<file path="src/rtl/knb_pkg.sv">
// Shared widths, codes, saturation limits and control types for the k-mer classifier.
`default_nettype none
package knb_pkg;

    localparam int FUNC_W = 1;
    localparam int ROW_W  = 6;
    localparam int KMER_W = 13;
    localparam int PROB_W = 32;
    localparam int SUM_W  = 48;
    localparam int BEST_W = 7;

    localparam logic [FUNC_W-1:0] FUNC_WRITE = 1'b0;
    localparam logic [FUNC_W-1:0] FUNC_QUERY = 1'b1;

    localparam logic signed [SUM_W-1:0] SUM_MAX = 48'sh7FFF_FFFF_FFFF;
    localparam logic signed [SUM_W-1:0] SUM_MIN = 48'sh8000_0000_0000;

    typedef struct packed {
        logic issue;
        logic fresh;
        logic col_ok;
    } t_acc_ctl;

endpackage
`default_nettype wire

</file>
<file path="src/rtl/knb_accum.sv">
// Shared saturating accumulate unit with class-sum memory and running argmax.
`default_nettype none
module knb_accum import knb_pkg::*; #(
    parameter int NUM_CLASSES = 64
) (
    input  wire logic                             i_clk,
    input  wire logic                             i_rst_n,
    input  wire t_acc_ctl                         i_ctl,
    input  wire logic [$clog2(NUM_CLASSES)-1:0]   i_cls,
    input  wire logic signed [PROB_W-1:0]         i_tab_data,
    output logic                                  o_done,
    output logic [$clog2(NUM_CLASSES)-1:0]        o_best_idx
);

    localparam int CLS_W = $clog2(NUM_CLASSES);
    localparam logic [CLS_W-1:0] LAST_CLS = CLS_W'(NUM_CLASSES - 1);

    logic signed [SUM_W-1:0]  r_sums [NUM_CLASSES];
    logic signed [SUM_W-1:0]  r_rd_sum;
    logic                     r_v1;
    logic [CLS_W-1:0]         r_cls1;
    logic                     r_v2;
    logic [CLS_W-1:0]         r_cls2;
    logic signed [SUM_W-1:0]  r_new;
    logic signed [SUM_W-1:0]  r_best;
    logic [CLS_W-1:0]         r_best_idx;
    logic                     r_done;

    logic signed [SUM_W-1:0]  w_acc;
    logic signed [PROB_W-1:0] w_add;
    logic signed [SUM_W:0]    w_ext;
    logic signed [SUM_W-1:0]  w_sat;

    // fresh: sums are logically zero since reset or the last query end
    assign w_acc = i_ctl.fresh ? '0 : r_rd_sum;
    assign w_add = i_ctl.col_ok ? i_tab_data : '0;
    assign w_ext = (SUM_W+1)'(w_acc) + (SUM_W+1)'(w_add);

    always_comb begin
        if (w_ext[SUM_W] != w_ext[SUM_W-1]) begin
            w_sat = w_ext[SUM_W] ? SUM_MIN : SUM_MAX;
        end else begin
            w_sat = w_ext[SUM_W-1:0];
        end
    end

    always_ff @(posedge i_clk) begin
        if (r_v1) begin
            r_sums[r_cls1] <= w_sat;
        end
        if (i_ctl.issue) begin
            r_rd_sum <= r_sums[i_cls];
        end
        r_cls1 <= i_cls;
        r_cls2 <= r_cls1;
        r_new  <= w_sat;
        if (r_v2 && (r_cls2 == '0 || r_new > r_best)) begin
            r_best     <= r_new;
            r_best_idx <= r_cls2;
        end
    end

    always_ff @(posedge i_clk) begin
        if (!i_rst_n) begin
            r_v1   <= 1'b0;
            r_v2   <= 1'b0;
            r_done <= 1'b0;
        end else begin
            r_v1   <= i_ctl.issue;
            r_v2   <= r_v1;
            r_done <= r_v2 && (r_cls2 == LAST_CLS);
        end
    end

    assign o_done     = r_done;
    assign o_best_idx = r_best_idx;

endmodule
`default_nettype wire

</file>
<file path="config.mk">
export PLATFORM = sky130hd
export DESIGN_NAME = knb_accum
export DESIGN_NICKNAME = d
export VERILOG_FILES = /design/src/rtl/knb_pkg.sv /design/src/rtl/knb_accum.sv
export SDC_FILE = /design/constraint.sdc
export NUM_CORES = 2
export LEC_CHECK = 0
export BUFFER_PORTS_ARGS = -buffer_cell sky130_fd_sc_hd__buf_4
export CAP_MARGIN = 20
export CORE_MARGIN = 3
export CORE_UTILIZATION = 31
export DETAILED_ROUTE_END_ITERATION = 8
export HOLD_SLACK_MARGIN = 0.05
export RECOVER_POWER = 25
export SYNTH_ARGS = -nofsm -noshare
export SYNTH_HDL_FRONTEND = slang
export SYNTH_SLANG_ARGS = --single-unit
export TNS_END_PERCENT = 100
</file>
<file path="constraint.sdc">
create_clock -name i_clk -period 8.6 [get_ports i_clk]
set_input_delay 1.72 -clock i_clk [delete_from_list [all_inputs] [get_ports i_clk]]
set_output_delay 1.72 -clock i_clk [all_outputs]
set_load 0.01 [all_outputs]
</file>
==> reports/summary.log <==
qor: status.status complete, but fails checks
qor: status.violated_checks max-capacitance violations, max-slew violations
qor: route.drt_antenna_net_count 0
qor: clock_network.buffers_inserted_by_post_cts_timing_repair 0
qor: route.post-route-drc-count 0
qor: die.rows 233
qor: global_routing.first_global_vias 61.1k
qor: power_and_ir_drop.design_power_total 36.2 mW
qor: synthesis.syn-instance-count 5362
qor: setup_path.arrival_time_worst_endpoint 6.73 ns
qor: layout.synthToLayoutAreaGrowth 15.6%
qor: synthesis.number_of_flops_mapped_to_enable_cells_by_yosys 3174
qor: placement.placed_cells 10.8k
qor: global_routing.overflow 0
qor: synthesis.synth_async_sr_flop_share 0
qor: synthesis.ys.warnings.count 0
qor: die.floorplan.die.width 643 µm
qor: global_routing.met2_global_route_usage 0.284
qor: layout.fin_nets 5831
qor: die.io_pins 50
qor: route.drt-wirelength-per-cell 32.5 µm
qor: route.via_per_inst 5.41
qor: placement.dp_worst_setup_slack 1.59 ns
qor: timing.finalHoldViolCount 0
qor: clock_network.cts_sinks 3237
qor: global_routing.grt_pass1_wl 508 mm
qor: global_routing.largest_net_degree_at_the_start_of_global_routing 119
qor: placement.portBuffers 49
qor: clock_network.clk_transition_reported_paths 0.06 ns
qor: setup_path.startpoint_type input port
qor: clock_network.cts-root-to-sink-buffers 4
qor: placement.detailed_place_hpwl 194 mm
qor: timing.setup_viols_final 0
qor: setup_path.worst_setup_path_end_kind register
qor: clock_network.htree_num_levels 5
qor: global_routing.globalRouteTotalUtil 0.175
qor: power_and_ir_drop.power_per_unit_of_standard_cell_area 249 nW/µm²
qor: power_and_ir_drop.vdd_ir_drop_max 0.000152 V
qor: synthesis.synth_cell_types 68
qor: die.floorplan.initialDensity 0.312
qor: setup_path.worst-path-max-fanout 78
qor: setup_path.required 9.22 ns
qor: synthesis.synth_top_flop_cell sky130_fd_sc_hd__edfxtp_1
qor: placement.gp_routability_congestion 0.891
qor: route.vias 61.6k
qor: timing.timing_worst_slew_pin_value 4.66 ns
qor: route.detailedRoute.firstPassIterationCount 6
qor: timing.timing.max_slew.rel_slack -2.11
qor: die.dieHeight 643 µm
qor: setup_path.setup.worst_path.class in -> reg
qor: layout.final_util 0.360
qor: global_routing.grt.met1_usage 0.236
qor: clock_network.numCtsBuffers 335
qor: timing.max_clock_freq 164 MHz
qor: timing.min_cycle_time_layout 6.11 ns
qor: power_and_ir_drop.lkg_pwr 44.9 nW
qor: route.wl 370 mm
qor: clock_network.insertion_delay 0.96 ns
qor: clock_network.cts.hold.buffers_added 0
qor: die.design.core.area 403000 µm²
qor: global_routing.top_usage_layer_grt met2
qor: timing.final_critical_path_setup_slack 2.49 ns
qor: clock_network.cts.repair.resized 0
qor: die.area_of_the_die 414000 µm²
qor: hold_path.min-delay-path-class reg -> reg
qor: global_routing.grt_antenna_before_repair 13
qor: synthesis.ys_ff_latch 3237
qor: timing.clock-skew-final 0.0734 ns
qor: timing.rsz_0062_raised_after_global_routing false
qor: clock_network.clock_tree.root_cell sky130_fd_sc_hd__clkbuf_16
qor: synthesis.avg_cell_area_syn 23.5 µm²
qor: synthesis.synthesis.nets 5502
qor: layout.drive_above_1_share 0.301
qor: layout.finalNonFillerCells 11.4k
qor: global_routing.grtUsageMet3 0.0315
qor: timing.finalHoldWorstSlack 0.406 ns
qor: clock_network.cts_tree built
qor: route.drt_first_iter_violations 8617
qor: synthesis.syn-cell-area 126000 µm²
qor: timing.final.period_utilization 0.711
qor: run.max-cap-violations 82
qor: synthesis.synth-seq-area-share 0.767
qor: timing.timing_max_transition_violations_final 1941
layer usage:
metal / wire, µm / vias to the layer above / share of wire
met4: 15700 / 4 / 0.042
met1: 143000 / 33895 / 0.39
met2: 178000 / 3366 / 0.48
met3: 33100 / 689 / 0.089
met5: 21 / - / 0.000057
li1: - / 23663 / -
cell usage in the layout (no fill, tap or decap), types with 8 or more instances in the layout:
cell type / n
sky130_fd_sc_hd__nor3_1: 11
sky130_fd_sc_hd__clkinv_1: 61
sky130_fd_sc_hd__nand2b_1: 13
sky130_fd_sc_hd__inv_6: 8
sky130_fd_sc_hd__a21oi_4: 32
sky130_fd_sc_hd__mux2_2: 11
sky130_fd_sc_hd__edfxtp_1: 3174
sky130_fd_sc_hd__clkinv_2: 61
sky130_fd_sc_hd__xor2_1: 15
sky130_fd_sc_hd__nand2_1: 70
sky130_fd_sc_hd__ha_1: 96
sky130_fd_sc_hd__nand4_1: 27
sky130_fd_sc_hd__buf_12: 27
sky130_fd_sc_hd__and2_1: 33
sky130_fd_sc_hd__a31oi_1: 9
sky130_fd_sc_hd__nor2_4: 47
sky130_fd_sc_hd__xnor2_1: 24
sky130_fd_sc_hd__nand3_1: 20
sky130_fd_sc_hd__nor2b_1: 57
sky130_fd_sc_hd__a21o_1: 41
sky130_fd_sc_hd__mux2i_1: 13
sky130_fd_sc_hd__o21ai_0: 42
sky130_fd_sc_hd__dfxtp_1: 63
sky130_fd_sc_hd__buf_4: 159
sky130_fd_sc_hd__clkbuf_1: 142
sky130_fd_sc_hd__nor2_1: 51
sky130_fd_sc_hd__o21bai_1: 9
sky130_fd_sc_hd__mux4_2: 997
sky130_fd_sc_hd__a21oi_1: 68
sky130_fd_sc_hd__clkinv_16: 9
sky130_fd_sc_hd__bufinv_16: 33
sky130_fd_sc_hd__clkinvlp_4: 18
sky130_fd_sc_hd__inv_1: 61
sky130_fd_sc_hd__clkbuf_16: 337
cells in the mapped netlist (4+ instances only):
library cell,n,area [µm²]
sky130_fd_sc_hd__o21a_1,7,52.6
sky130_fd_sc_hd__xnor2_1,24,210
sky130_fd_sc_hd__o211ai_1,6,45.0
sky130_fd_sc_hd__inv_1,62,233
sky130_fd_sc_hd__a211o_1,4,35.0
sky130_fd_sc_hd__a2111oi_0,6,52.6
sky130_fd_sc_hd__nand3_1,20,100
sky130_fd_sc_hd__nand4_1,27,169
sky130_fd_sc_hd__o21bai_1,9,67.6
sky130_fd_sc_hd__buf_4,21,158
sky130_fd_sc_hd__nor4_1,6,37.5
sky130_fd_sc_hd__ha_1,96,1200
sky130_fd_sc_hd__nand2_1,72,270
sky130_fd_sc_hd__mux4_2,997,22500
sky130_fd_sc_hd__nor2_1,97,364
sky130_fd_sc_hd__a21oi_1,100,500
sky130_fd_sc_hd__and3_1,4,25.0
sky130_fd_sc_hd__a21o_1,41,308
sky130_fd_sc_hd__a31oi_1,10,62.6
sky130_fd_sc_hd__o31ai_1,5,37.5
sky130_fd_sc_hd__mux2i_1,13,130
sky130_fd_sc_hd__buf_1,27,101
sky130_fd_sc_hd__edfxtp_1,3174,95300
sky130_fd_sc_hd__o21ai_1,11,55.1
sky130_fd_sc_hd__mux2_2,11,124
sky130_fd_sc_hd__dfxtp_1,63,1260
sky130_fd_sc_hd__nand2b_1,13,81.3
sky130_fd_sc_hd__and2_1,33,206
sky130_fd_sc_hd__buf_2,79,395
sky130_fd_sc_hd__o21ai_0,42,210
sky130_fd_sc_hd__clkbuf_1,147,552
sky130_fd_sc_hd__nor2b_1,57,357
sky130_fd_sc_hd__nor3_1,11,55.1
sky130_fd_sc_hd__a211oi_1,5,37.5
sky130_fd_sc_hd__xor2_1,15,131
per-stage QoR:
step / setup TNS [ns] / instance area, µm²
CTS: 0 / 146000
finish: 0 / 145000
global route: 0 / 145000
global placement: 0 / 135000
detailed placement: 0 / 135000
floorplan: -52.74 / 126000
registers in the layout, summed over array words and instances, names as in the netlist:
signal	cells
o_best_idx	6
o_done	1
r_best	48
r_cls1	6
r_cls2	6
r_new	48
r_rd_sum	48
r_sums	3072
r_v1	1
r_v2	1
cell families after synthesis:
logic type      share of synthesized area
xor+xnor                          0.00293
compound gates                     0.0135
fa+ha+maj                         0.00986
simple gates                       0.0142
mux                                 0.180
flops                               0.767
buf+inv                            0.0117
layout make-up:
cell class                      count  area [µm²]
Fill cell                       36581      258000
Sequential cell                  3237       96600
Multi-Input combinational cell   1785       28700
Clock buffer                      410        8780
Tap cell                         5405        6760
Clock inverter                    205        2240
Timing Repair Buffer              270        2180
Inverter                           62         233
Antenna cell                        6        15.0
path summary, 6_finish.rpt:
check	start	endpoint	slack, ns	depth (start not counted)
min reg2reg	r_new[21]$_DFF_P_	r_best[21]$_DFFE_PP_	0.41	0
max reg2reg	r_cls1[4]$_DFF_P_	r_sums[54][2]$_DFFE_PP_	3.31	5
max	i_cls[4]	r_rd_sum[30]$_DFFE_PP_	2.49	4
min	r_new[21]$_DFF_P_	r_best[21]$_DFFE_PP_	0.41	0
critical path: stages:
cell and delay [ns]:
sky130_fd_sc_hd__clkbuf_1 3.18, sky130_fd_sc_hd__buf_12 0.54, sky130_fd_sc_hd__mux4_2 0.47, sky130_fd_sc_hd__mux4_2 0.60
where the power goes:
part | switching (mW) | total, mW | internal, mW
logic | 2.07 | 2.99 | 0.924
registers | 0.103 | 18.7 | 18.6
clock network | 6.19 | 14.5 | 8.34
total | 8.36 | 36.2 | 27.9
Power figures use the tool's default switching activity.
